File: src/design/mtg_pkg.sv
// Shared types, constants and the tempering function for the MT19937 generator.
// No dependencies.
package mtg_pkg;

    localparam int unsigned IDX_W = 10;
    localparam logic [IDX_W-1:0] N_WORDS    = 10'd624;
    localparam logic [IDX_W-1:0] LAST_WORD  = 10'd623;
    localparam logic [IDX_W-1:0] TWIST_OFF  = 10'd397;
    localparam logic [IDX_W-1:0] TWIST_WRAP = 10'd227;
    localparam logic [31:0] TWIST_MATRIX = 32'h9908b0df;
    localparam logic [31:0] SEED_MULT    = 32'd1812433253;
    localparam logic [31:0] RESET_SEED   = 32'd5489;
    localparam logic [31:0] TEMPER_B     = 32'h9d2c5680;
    localparam logic [31:0] TEMPER_C     = 32'hefc60000;

    localparam logic [1:0] REQ_RAW   = 2'd0;
    localparam logic [1:0] REQ_SHIFT = 2'd1;
    localparam logic [1:0] REQ_MOD   = 2'd2;
    localparam logic [1:0] REQ_SPARE = 2'd3;

    typedef enum logic [1:0] {
        K_RAW,
        K_SHIFT,
        K_MOD,
        K_BAD
    } t_kind;

    typedef struct packed {
        t_kind       kind;
        logic [30:0] bound;
    } t_req;

    typedef struct packed {
        logic [31:0] value;
        logic        bad;
    } t_res;

    typedef enum logic [2:0] {
        S_SEED,
        S_IDLE,
        S_TW_A,
        S_TW_B,
        S_TW_C,
        S_DRAW_A,
        S_DRAW_B,
        S_DIV
    } t_core_state;

    function automatic logic [31:0] temper(input logic [31:0] w);
        logic [31:0] y;
        y = w ^ (w >> 11);
        y = y ^ ((y << 7) & TEMPER_B);
        y = y ^ ((y << 15) & TEMPER_C);
        y = y ^ (y >> 18);
        return y;
    endfunction

endpackage

File: src/design/mtg_front.sv
// Request front end: classifies requests and holds them in a two-entry queue.
// Depends on mtg_pkg.
module mtg_front (
    input  logic                i_clk,
    input  logic                i_rst_n,
    input  logic                i_push,
    input  logic [1:0]          i_req_type,
    input  logic [30:0]         i_bound,
    output logic                o_full,
    output logic                o_valid,
    output mtg_pkg::t_req       o_req,
    input  logic                i_pop
);

    mtg_pkg::t_req r_q [2];
    logic          r_wr_ptr;
    logic          r_rd_ptr;
    logic [1:0]    r_count;
    mtg_pkg::t_req n_entry;
    logic          push_ok;
    logic          pop_ok;

    always_comb begin
        n_entry.bound = i_bound;
        case (i_req_type)
            mtg_pkg::REQ_SHIFT: n_entry.kind = mtg_pkg::K_SHIFT;
            mtg_pkg::REQ_MOD:   n_entry.kind = (i_bound == 31'd0) ? mtg_pkg::K_BAD
                                                                  : mtg_pkg::K_MOD;
            default:            n_entry.kind = mtg_pkg::K_RAW;
        endcase
    end

    assign o_full  = (r_count == 2'd2);
    assign o_valid = (r_count != 2'd0);
    assign o_req   = r_q[r_rd_ptr];
    assign push_ok = i_push && !o_full;
    assign pop_ok  = i_pop && o_valid;

    always_ff @(posedge i_clk) begin
        if (push_ok) begin
            r_q[r_wr_ptr] <= n_entry;
        end
    end

    always_ff @(posedge i_clk) begin
        if (!i_rst_n) begin
            r_wr_ptr <= 1'b0;
            r_rd_ptr <= 1'b0;
            r_count  <= 2'd0;
        end else begin
            if (push_ok) begin
                r_wr_ptr <= !r_wr_ptr;
            end
            if (pop_ok) begin
                r_rd_ptr <= !r_rd_ptr;
            end
            r_count <= r_count + {1'b0, push_ok} - {1'b0, pop_ok};
        end
    end

`ifndef ASSERT_OFF
    a_no_blind_pop: assert property (@(posedge i_clk) disable iff (!i_rst_n)
        i_pop |-> o_valid) else $error("pop from empty request queue");
    a_count_range: assert property (@(posedge i_clk) disable iff (!i_rst_n)
        r_count != 2'd3) else $error("request queue count out of range");
    a_ptr_track: assert property (@(posedge i_clk) disable iff (!i_rst_n)
        (r_count == 2'd0 || r_count == 2'd2) |-> (r_wr_ptr == r_rd_ptr))
        else $error("request queue pointers disagree with count");
`endif

endmodule

File: config.mk
export PLATFORM = sky130hd
export DESIGN_NAME = mtg_front
export DESIGN_NICKNAME = d
export VERILOG_FILES = /design/src/design/mtg_pkg.sv /design/src/design/mtg_front.sv
export SDC_FILE = /design/constraint.sdc
export NUM_CORES = 1
export LEC_CHECK = 0
export ABC_CLOCK_PERIOD_IN_PS = 4400
export CAP_MARGIN = 40
export CORE_ASPECT_RATIO = 1.4
export CORE_MARGIN = 4
export CORE_UTILIZATION = 60
export CTS_BUF_LIST = sky130_fd_sc_hd__clkbuf_8 sky130_fd_sc_hd__clkbuf_16
export DETAILED_ROUTE_END_ITERATION = 6
export DONT_BUFFER_PORTS = 1
export MAX_ROUTING_LAYER = met4
export PLACE_DENSITY_LB_ADDON = 0.3
export SLEW_MARGIN = 20
export SYNTH_ARGS = -nofsm -noshare
export SYNTH_HDL_FRONTEND = slang
export SYNTH_SLANG_ARGS = --single-unit
File: constraint.sdc
create_clock -name i_clk -period 4.4 [get_ports i_clk]
set_input_delay 0.66 -clock i_clk [delete_from_list [all_inputs] [get_ports i_clk]]
set_output_delay 0.66 -clock i_clk [all_outputs]
set_load 0.005 [all_outputs]
==> impl_metrics.json, run 1 <==
{
  "cts.root.buffer_cell": "sky130_fd_sc_hd__clkbuf_8",
  "grt_remaining_overflow": 0,
  "ctsLongestPathBuffers": 2,
  "initial_utilization_pct": 63.2,
  "synth-seq-area-share_pct": 75.8,
  "arrival_ps": 1740,
  "post_synth_inst_count": 143,
  "synthAdderAreaFrac_pct": 1.82,
  "synth_mux_area_share_pct": 13.5,
  "share_of_post_route_cells_with_drive_strength_above_1_pct": 32.9,
  "cts_setup_buffers": 0,
  "wl_per_cell_um": 20.6,
  "area.growth.synth_to_final_pct": 10.6,
  "cp_data_required_time_ps": 3740,
  "synth_xor_area_share_pct": 1.55,
  "placementRows": 28,
  "min_period_over_period_pct": 54.5,
  "timing.clock.skew_ps": 4.25,
  "detail_route.iter0.violations": 55,
  "worst-path-max-fanout": 22,
  "die_width_um": 65.2,
  "total_leakage_power_uw": 0.00103,
  "unrepaired_setup_endpoints_after_global_routing": "false",
  "route.antenna.remaining_nets": 0,
  "core_region_area_um2": 4340,
  "drc_errors": 0,
  "clk_transition_reported_paths_ps": 70,
  "dp_hpwl_um": 3240,
  "cts-htree-levels": 3,
  "grt_pass1_wl_um": 7040,
  "io_pins": 72,
  "fin_util_pct": 69.9,
  "route.final.wire_length_um": 4480,
  "synth_cell_area_um2": 2750,
  "critical_path.startpoint_type": "register",
  "drtPass1Iterations": 4,
  "max_cap_violations": 0,
  "post-layout-total-power_uw": 1760,
  "nNetsFinal": 194,
  "placement.io_buffers": 0,
  "yosysWarningCount": 0,
  "grt_antenna_before_repair": 0,
  "mapped_nets": 184,
  "setup_viol_count_final": 0,
  "layout.cells.most_common": "sky130_fd_sc_hd__edfxtp_1",
  "power-per-cell-area_nw_per_um2": 580,
  "clock_tree_from_tritoncts": "yes",
  "timing_worst_slew_pin_value_ps": 490,
  "vias_in_the_first_global_route": 1401,
  "worst_setup_path_end_kind": "primary output",
  "cts.repair.resized": 0,
  "most_used_cells_in_the_layout_excluding_fill_and_tap_cells": "66 x sky130_fd_sc_hd__edfxtp_1, 33 x sky130_fd_sc_hd__mux2_2, 9 x sky130_fd_sc_hd__clkbuf_8, 7 x sky130_fd_sc_hd__nor4_1, 6 x sky130_fd_sc_hd__inv_1",
  "gp_routability_congestion": 0.657,
  "layout.filler_cells": 334,
  "dieArea_um2": 5740,
  "routed-via-count": 1250,
  "die_height_um": 88.1,
  "insertion_delay_ps": 320,
  "critical_path_class": "reg -> out",
  "min-delay-start": "i_bound[1]",
  "timing.final.max_slew_violations": 0,
  "cts_inserted_buffers": 9,
  "fmax_mhz": 417,
  "route.detailed.vias_per_inst": 5.73,
  "synth_cell_type_count": 21,
  "max-slew-margin-rel_pct": 67.3,
  "synth_top_family_by_area": "multiplexers",
  "grtUsageTotal_pct": 17.8,
  "period_needed_ps": 2400,
  "number_of_sinks_driven_by_the_clock_tree": 71,
  "mean_instance_size_in_the_synthesized_netlist_um2": 19.2,
  "synth_compound_area_share_pct": 0.182,
  "power.ir.vdd_worst_mv": 0.351,
  "num_antenna_cells": 0,
  "synth.ff_latch_count": 71,
  "fin_tns_setup_ps": 0,
  "min_path_type": "in -> reg",
  "hold_buffers": 0,
  "grt_start_max_net_pins": 34,
  "finalHoldViolations": 0,
  "r2r_start": "r_count[1]",
  "synth-simple-area-share_pct": 5.19,
  "outcome": "completed"
}
-- path summary, 6_finish.rpt --
check,end,slack (ps),cells after the start
setup / recovery,o_req[7],2000,2
hold / removal,r_q[0][1],430,0
setup reg to reg,r_count[1],2580,8
hold reg to reg,r_rd_ptr,580,2
-- critical path, cell delays in order, from the launching register on --
cell	delay (ps)
sky130_fd_sc_hd__dfxtp_1	630
sky130_fd_sc_hd__buf_4	380
sky130_fd_sc_hd__mux2_2	400
-- layer usage --
metal / global-route usage, % / vias up / share of wire [%]
li1: - / 574 / -
met1: 17.6 / 619 / 34
met2: 29.4 / 53 / 55
met3: 8.86 / 4 / 10
met4: 7.36 / 0 / 1.1
met5: - / - / 0
-- sequential cells by signal (all words and copies together) (netlist names), named ones only --
register	count
r_count	2
r_q	66
r_rd_ptr	1
r_wr_ptr	1
-- final cells by class --
| type | instances | area [um2] | share of cell area, % |
|---|---|---|---|
| Clock buffer | 9 | 124 | 4.08 |
| Clock inverter | 7 | 80.1 | 2.64 |
| Inverter | 4 | 15.0 | 0.494 |
| Multi-Input combinational cell | 64 | 619 | 20.4 |
| Sequential cell | 71 | 2080 | 68.5 |
| Tap cell | 60 | 75.1 | 2.47 |
| Timing Repair Buffer | 3 | 42.5 | 1.40 |
-- synthesized netlist by cell type --
cell type,count,area (um2)
sky130_fd_sc_hd__nor4b_1,1,8.76
sky130_fd_sc_hd__nand2b_1,1,6.26
sky130_fd_sc_hd__and2_4,1,8.76
sky130_fd_sc_hd__and4_1,2,17.5
sky130_fd_sc_hd__mux2_2,33,372
sky130_fd_sc_hd__and3_1,1,6.26
sky130_fd_sc_hd__and2_1,3,18.8
sky130_fd_sc_hd__inv_1,4,15.0
sky130_fd_sc_hd__edfxtp_1,66,1980
sky130_fd_sc_hd__a21oi_1,1,5.00
sky130_fd_sc_hd__or2_4,1,8.76
sky130_fd_sc_hd__buf_6,3,33.8
sky130_fd_sc_hd__xnor2_1,3,26.3
sky130_fd_sc_hd__buf_2,1,5.00
sky130_fd_sc_hd__nor4_1,7,43.8
sky130_fd_sc_hd__nor2_1,2,7.51
sky130_fd_sc_hd__nor2b_1,2,12.5
sky130_fd_sc_hd__ha_1,4,50.1
sky130_fd_sc_hd__nand2_1,1,3.75
sky130_fd_sc_hd__dfxtp_1,5,100
sky130_fd_sc_hd__xnor2_2,1,16.3
-- through the flow --
step | worst slack, ps | cells | cell area, um2 | hold slack (ps)
final | 2000 | 218 | 3040 | 426
after global routing | 1870 | 218 | 3040 | 392
after CTS | 1940 | 218 | 3040 | 406
after detailed placement | 2310 | 202 | 2830 | 568
after global placement | 2350 | 201 | 2810 | 545
after floorplan | 1830 | 143 | 2750 | 527
-- power by group --
group / switching, uW / internal (uW)
clock: 211 / 310
sequential: 42.3 / 859
combinational: 172 / 168
total: 425 / 1340
-- cell families (layout without fill, tap and decap cells) --
logic type | after synthesis | in the layout
compound gates | 1 | 1
mux | 33 | 33
simple gates | 22 | 22
fa+ha+maj | 4 | 4
flops | 71 | 71
xor+xnor | 4 | 4
buf+inv | 8 | 23
Note: power is estimated with default switching activity, not from simulation.
==> run 2: changes to the inputs <==
ABC_AREA = 1   (was not set)
ABC_CLOCK_PERIOD_IN_PS = 2400   (was 4400)
clock period = 2.4 ns   (was 4.4 ns; I/O delays follow)
==> impl_metrics.json, run 2 <==
{
  "outcome": "completed",
  "min_path_type": "in -> reg",
  "grt_antenna_before_repair": 0,
  "timing.clock.skew_ps": 5.94,
  "route.final.wire_length_um": 4510,
  "synth_ff_type": "sky130_fd_sc_hd__edfxtp_1",
  "drtPass1Iterations": 4,
  "synth_edf_count": 66,
  "cts_setup_buffers": 0,
  "total_leakage_power_uw": 0.00115,
  "placement.io_buffers": 0,
  "cts.repair.resized": 0,
  "delay_of_the_slowest_cell_on_the_worst_path_ps": 580,
  "clk_transition_reported_paths_ps": 70,
  "die_height_um": 90.8,
  "arrival_ps": 1550,
  "synth.ff_latch_count": 71,
  "synth_cell_area_um2": 2940,
  "cts.root.buffer_cell": "sky130_fd_sc_hd__clkbuf_8",
  "clock_power_share_pct": 26.1,
  "synth_largest_type_area_fraction_pct": 67.4,
  "worst_setup_path_end_kind": "primary output",
  "io_pins": 72,
  "dp_hpwl_um": 3230,
  "cp_data_required_time_ps": 2040,
  "pwr-share-comb_pct": 21.9,
  "insertion_delay_ps": 330,
  "crit_chain": "buf_4 -> mux2_4",
  "synthArstFlopShare_pct": 0,
  "hold_buffers": 0,
  "post_synth_inst_count": 169,
  "placementRows": 29,
  "total_switching_power_uw": 823,
  "max-slew-margin-rel_pct": 73.2,
  "max_cap_violations": 0,
  "ctsLongestPathBuffers": 2,
  "dieArea_um2": 6100,
  "number_of_sinks_driven_by_the_clock_tree": 71,
  "clock_tree_from_tritoncts": "yes",
  "synth_cell_type_count": 18,
  "route.detailed.vias_per_inst": 5.35,
  "grt_pass1_wl_um": 7080,
  "post-synth-top-area-cell": "sky130_fd_sc_hd__edfxtp_1",
  "vias_in_the_first_global_route": 1466,
  "timing.final.max_slew_violations": 0,
  "critical_path_class": "reg -> out",
  "num_antenna_cells": 0,
  "core_region_area_um2": 4640,
  "largest_registers_ranked_by_flip_flop_count": "r_q x66, r_count x2",
  "mean_instance_size_in_the_synthesized_netlist_um2": 17.4,
  "power.ir.vdd_worst_mv": 0.651,
  "share_seq_of_total_power_pct": 52.0,
  "fin_area_um2": 3180,
  "die_width_um": 67.2,
  "layout.filler_cells": 349,
  "worst_path_max_delay_cell": "sky130_fd_sc_hd__dfxtp_2",
  "detail_route.iter0.violations": 70,
  "layout.cells.most_common": "sky130_fd_sc_hd__edfxtp_1",
  "power.share.switching_pct": 25.4,
  "grt_remaining_overflow": 0,
  "synth.top_cells.by_count": "66 x sky130_fd_sc_hd__edfxtp_1, 30 x sky130_fd_sc_hd__mux2_4, 26 x sky130_fd_sc_hd__nor2_1",
  "gp_routability_congestion": 0.719,
  "power-per-cell-area_nw_per_um2": 1020,
  "most_used_cells_in_the_layout_excluding_fill_and_tap_cells": "66 x sky130_fd_sc_hd__edfxtp_1, 30 x sky130_fd_sc_hd__mux2_4, 24 x sky130_fd_sc_hd__nor2_1, 11 x sky130_fd_sc_hd__nand2_1",
  "initial_utilization_pct": 63.3,
  "mapped_nets": 210,
  "largest_reg_flops": 66,
  "yosysWarningCount": 0,
  "unrepaired_setup_endpoints_after_global_routing": "false",
  "wl_per_cell_um": 18.3,
  "dpl-instance-area_um2": 3000,
  "synth-seq-area-share_pct": 70.8,
  "critical_path.startpoint_type": "register",
  "share_of_post_route_cells_with_drive_strength_above_1_pct": 30.8,
  "drc_errors": 0,
  "routed-via-count": 1321,
  "area.growth.synth_to_final_pct": 8.30,
  "grt_start_max_net_pins": 22,
  "largest-register": "r_q",
  "fin_tns_setup_ps": 0,
  "grtUsageTotal_pct": 16.7,
  "finalHoldViolations": 0,
  "route.antenna.remaining_nets": 0,
  "cell_with_the_most_instances_after_synthesis": "sky130_fd_sc_hd__edfxtp_1",
  "worst-path-max-fanout": 12,
  "cts_inserted_buffers": 9,
  "nNetsFinal": 221,
  "cts-htree-levels": 3,
  "setup_viol_count_final": 0,
  "timing_worst_slew_pin_value_ps": 401,
  "period_needed_ps": 1910,
  "leading_cell_types_by_total_area_after_synthesis": "sky130_fd_sc_hd__edfxtp_1 67%, sky130_fd_sc_hd__mux2_4 15%, sky130_fd_sc_hd__dfxtp_1 3.4%",
  "internal_power_of_the_cells_uw": 2420,
  "min_period_over_period_pct": 79.6,
  "fmax_mhz": 524
}
==> run 2: cell count changes after synthesis, moves of 4 or more <==
cell,before,now
sky130_fd_sc_hd__nand2_1,1,11
sky130_fd_sc_hd__nor2_1,2,26
sky130_fd_sc_hd__mux2_4,0,30
sky130_fd_sc_hd__inv_1,4,8
sky130_fd_sc_hd__nor4_1,7,0
sky130_fd_sc_hd__mux2_2,33,3
==> run 2: final cells by class <==
class	instances	area (um2)	share of cell area, %
tap	62	77.6	2.44
clock buffer	9	124	3.89
sequential	71	2080	65.4
timing repair buffer	4	42.5	1.34
clock inverter	7	55.1	1.73
inverter	9	33.8	1.06
multi-input combinational	85	767	24.1
==> run 2: worst paths after layout <==
check / start / to / slack, ps / cells past startpoint
setup reg to reg: r_count[0] / r_count[1] / 710 / 9
hold / removal: i_bound[24] / r_q[0][24] / 120 / 0
setup / recovery: register / o_req[23] / 490 / 2
hold reg to reg: r_rd_ptr / register / 490 / 1
==> run 2: kinds of logic (layout without fill, tap and decap cells) <==
group | after synthesis | in the layout | synth area share (%)
flops | 71 | 71 | 70.8
simple gates | 39 | 39 | 5.24
mux | 33 | 33 | 16.5
buf+inv | 13 | 29 | 3.58
compound gates | 8 | 8 | 1.87
fa+ha+maj | 4 | 4 | 1.70
xor+xnor | 1 | 1 | 0.298
==> run 2: per-stage QoR <==
stage                     power [uW]  setup WS [ps]  instances  hold WS, ps  util (%)
final                           3240            490        247          121      68.5
after CTS                       3290            458        247          105      68.5
after global placement          2400            805        231          456      64.7
after detailed placement        2440            743        231          459      64.7
after global routing            3400            411        247         96.9      68.5
after floorplan                 2330           87.1        169          447         -
==> run 2: layer usage <==
layer / global-route usage, % / up-vias / wire (um)
li1: - / 632 / -
met1: 17.4 / 634 / 1580
met5: - / - / 0
met4: 8.46 / 0 / 40
met3: 6.60 / 4 / 429
met2: 26.7 / 51 / 2460
==> run 2: power by group through the flow <==
stage          Clock [uW]  Combinational (uW)  Sequential, uW
3_3_place_gp            0                 702            1690
3_5_place_dp            0                 733            1710
6_report              845                 711            1680
4_1_cts               873                 733            1690
2_1_floorplan           0                 667            1670
5_1_grt               925                 777            1700
==> run 2: critical path, delay by kind of cell (launching register included) <==
kind | cells | cell delay (ps)
buffers and inverters | 1 | 310
flip-flops | 1 | 580
multiplexers | 1 | 330
==> run 3: changes to the inputs <==
ABC_CLOCK_PERIOD_IN_PS = 1800   (was 2400)
clock period = 1.8 ns   (was 2.4 ns; I/O delays follow)
==> impl_metrics.json, run 3 (synthesis results as in run 2) <==
{
  "outcome": "completed",
  "wl_per_cell_um": 18.7,
  "setup_viol_count_final": 0,
  "cts.root.buffer_cell": "sky130_fd_sc_hd__clkbuf_8",
  "num_antenna_cells": 0,
  "route.antenna.remaining_nets": 0,
  "max_cap_violations": 0,
  "total_leakage_power_uw": 0.00116,
  "min_path_type": "in -> reg",
  "hold_buffers": 0,
  "gp_routability_congestion": 0.714,
  "critical_path_class": "reg -> reg",
  "drtPass1Iterations": 4,
  "cts_inserted_buffers": 9,
  "placementRows": 29,
  "fmax_mhz": 590,
  "nNetsFinal": 223,
  "insertion_delay_ps": 330,
  "core_region_area_um2": 4640,
  "worst-path-max-fanout": 4,
  "largest_registers_ranked_by_flip_flop_count": "r_q x66, r_count x2",
  "timing.reg2reg.setup_slack_ps": 100,
  "clock_tree_from_tritoncts": "yes",
  "timing.final.max_slew_violations": 0,
  "dpl-instance-area_um2": 3010,
  "cts-htree-levels": 3,
  "most_used_cells_in_the_layout_excluding_fill_and_tap_cells": "66 x sky130_fd_sc_hd__edfxtp_1, 30 x sky130_fd_sc_hd__mux2_4, 24 x sky130_fd_sc_hd__nor2_1, 11 x sky130_fd_sc_hd__nand2_1",
  "io_pins": 72,
  "post-layout-total-power_uw": 4350,
  "route.final.wire_length_um": 4650,
  "drc_errors": 0,
  "holdPathStages": 0,
  "placement.io_buffers": 0,
  "dp_hpwl_um": 3260,
  "timing_worst_slew_pin_value_ps": 303,
  "grt_remaining_overflow": 0,
  "largest_reg_flops": 66,
  "route.detailed.vias_per_inst": 5.46,
  "period_needed_ps": 1700,
  "grt_antenna_before_repair": 0,
  "grt_pass1_wl_um": 7200,
  "finalHoldViolations": 0,
  "fin_area_um2": 3190,
  "share_of_post_route_cells_with_drive_strength_above_1_pct": 32.1,
  "reg2reg_depth": 9,
  "detail_route.iter0.violations": 54,
  "worst_hold_slack_ps": 35.4,
  "max-slew-margin-rel_pct": 79.8,
  "critical_path.startpoint_type": "register",
  "timing.clock.skew_ps": 6.72,
  "initial_utilization_pct": 63.3,
  "power.ir.vdd_worst_mv": 1.11,
  "worst_setup_path_end_kind": "register",
  "arrival_ps": 1920,
  "clk_transition_reported_paths_ps": 70,
  "layout.filler_cells": 346,
  "cp_data_required_time_ps": 2020,
  "power-per-cell-area_nw_per_um2": 1360,
  "routed-via-count": 1359,
  "number_of_sinks_driven_by_the_clock_tree": 71,
  "die_height_um": 90.8,
  "ctsLongestPathBuffers": 2,
  "area.growth.synth_to_final_pct": 8.64,
  "layout.cells.most_common": "sky130_fd_sc_hd__edfxtp_1",
  "grtUsageTotal_pct": 17.1,
  "dieArea_um2": 6100,
  "largest-register": "r_q",
  "grt_start_max_net_pins": 22,
  "min_period_over_period_pct": 94.2,
  "die_width_um": 67.2,
  "vias_in_the_first_global_route": 1469
}
==> run 3: changes by cell type in the layout (fill, tap and decap cells not counted) <==
cell	before	now
sky130_fd_sc_hd__buf_4	3	6
sky130_fd_sc_hd__xnor2_2	0	1
sky130_fd_sc_hd__o21ai_1	0	1
sky130_fd_sc_hd__xnor2_1	1	0
sky130_fd_sc_hd__buf_12	1	0
sky130_fd_sc_hd__o21ai_0	2	1
==> run 3: per-layer routing <==
metal	track usage [%]	wire [um]
met5	-	0
met4	5.58	19
met3	8.47	401
met2	28.4	2640
met1	17.1	1590
==> run 3: final timing paths <==
kind	from	end
worst max register to register	r_count[0]	r_count[1]
worst max-delay path	r_count[0]	r_count[1]
worst min register to register	r_rd_ptr	r_rd_ptr
worst min-delay path	i_bound[6]	r_q[0][6]
==> run 3: power by group <==
part | switching (uW) | total (uW) | internal, uW | leakage [uW]
sequential | 97.1 | 2210 | 2110 | 0.000659
clock | 512 | 1130 | 615 | 0.0000967
combinational | 505 | 1010 | 505 | 0.000407
total | 1110 | 4350 | 3230 | 0.00116
==> run 3: critical path: stages (launching register included) <==
cell and delay, ps:
sky130_fd_sc_hd__dfxtp_1 360, sky130_fd_sc_hd__or2_4 260, sky130_fd_sc_hd__nand2_2 70, sky130_fd_sc_hd__inv_2 50, sky130_fd_sc_hd__ha_1 280, sky130_fd_sc_hd__inv_1 50, sky130_fd_sc_hd__ha_1 200, sky130_fd_sc_hd__xnor2_2 140
sky130_fd_sc_hd__o21ai_1 120, sky130_fd_sc_hd__a21oi_1 50
==> run 3: stage by stage <==
stage               utilization, %  std cells  TNS (ps)  setup slack [ps]
global route                  68.8        249     -13.9             -13.9
global placement              64.7        233         0               206
finish                        68.8        249         0               104
detailed placement            64.7        233         0               119
CTS                           68.6        249         0               104
floorplan                        -        169    -33850              -513
==> run 3: final cells by class <==
cell class              instances  area (um2)  area share (%)
clock inverters                 7        55.1            1.72
well taps                      62        77.6            2.43
inverters                       9        33.8            1.06
repair buffers                  6        45.0            1.41
multi-input cells              85         774            24.3
flip-flops and latches         71        2080            65.2
clock buffers                   9         124            3.88
==> run 3: what timing repair did <==
item / CTS / global route
endpoints found under the setup margin: 0 / 1
buffers inserted: 0 / 0
resized for setup: 0 / 2
endpoints found under the hold margin: 0 / 0
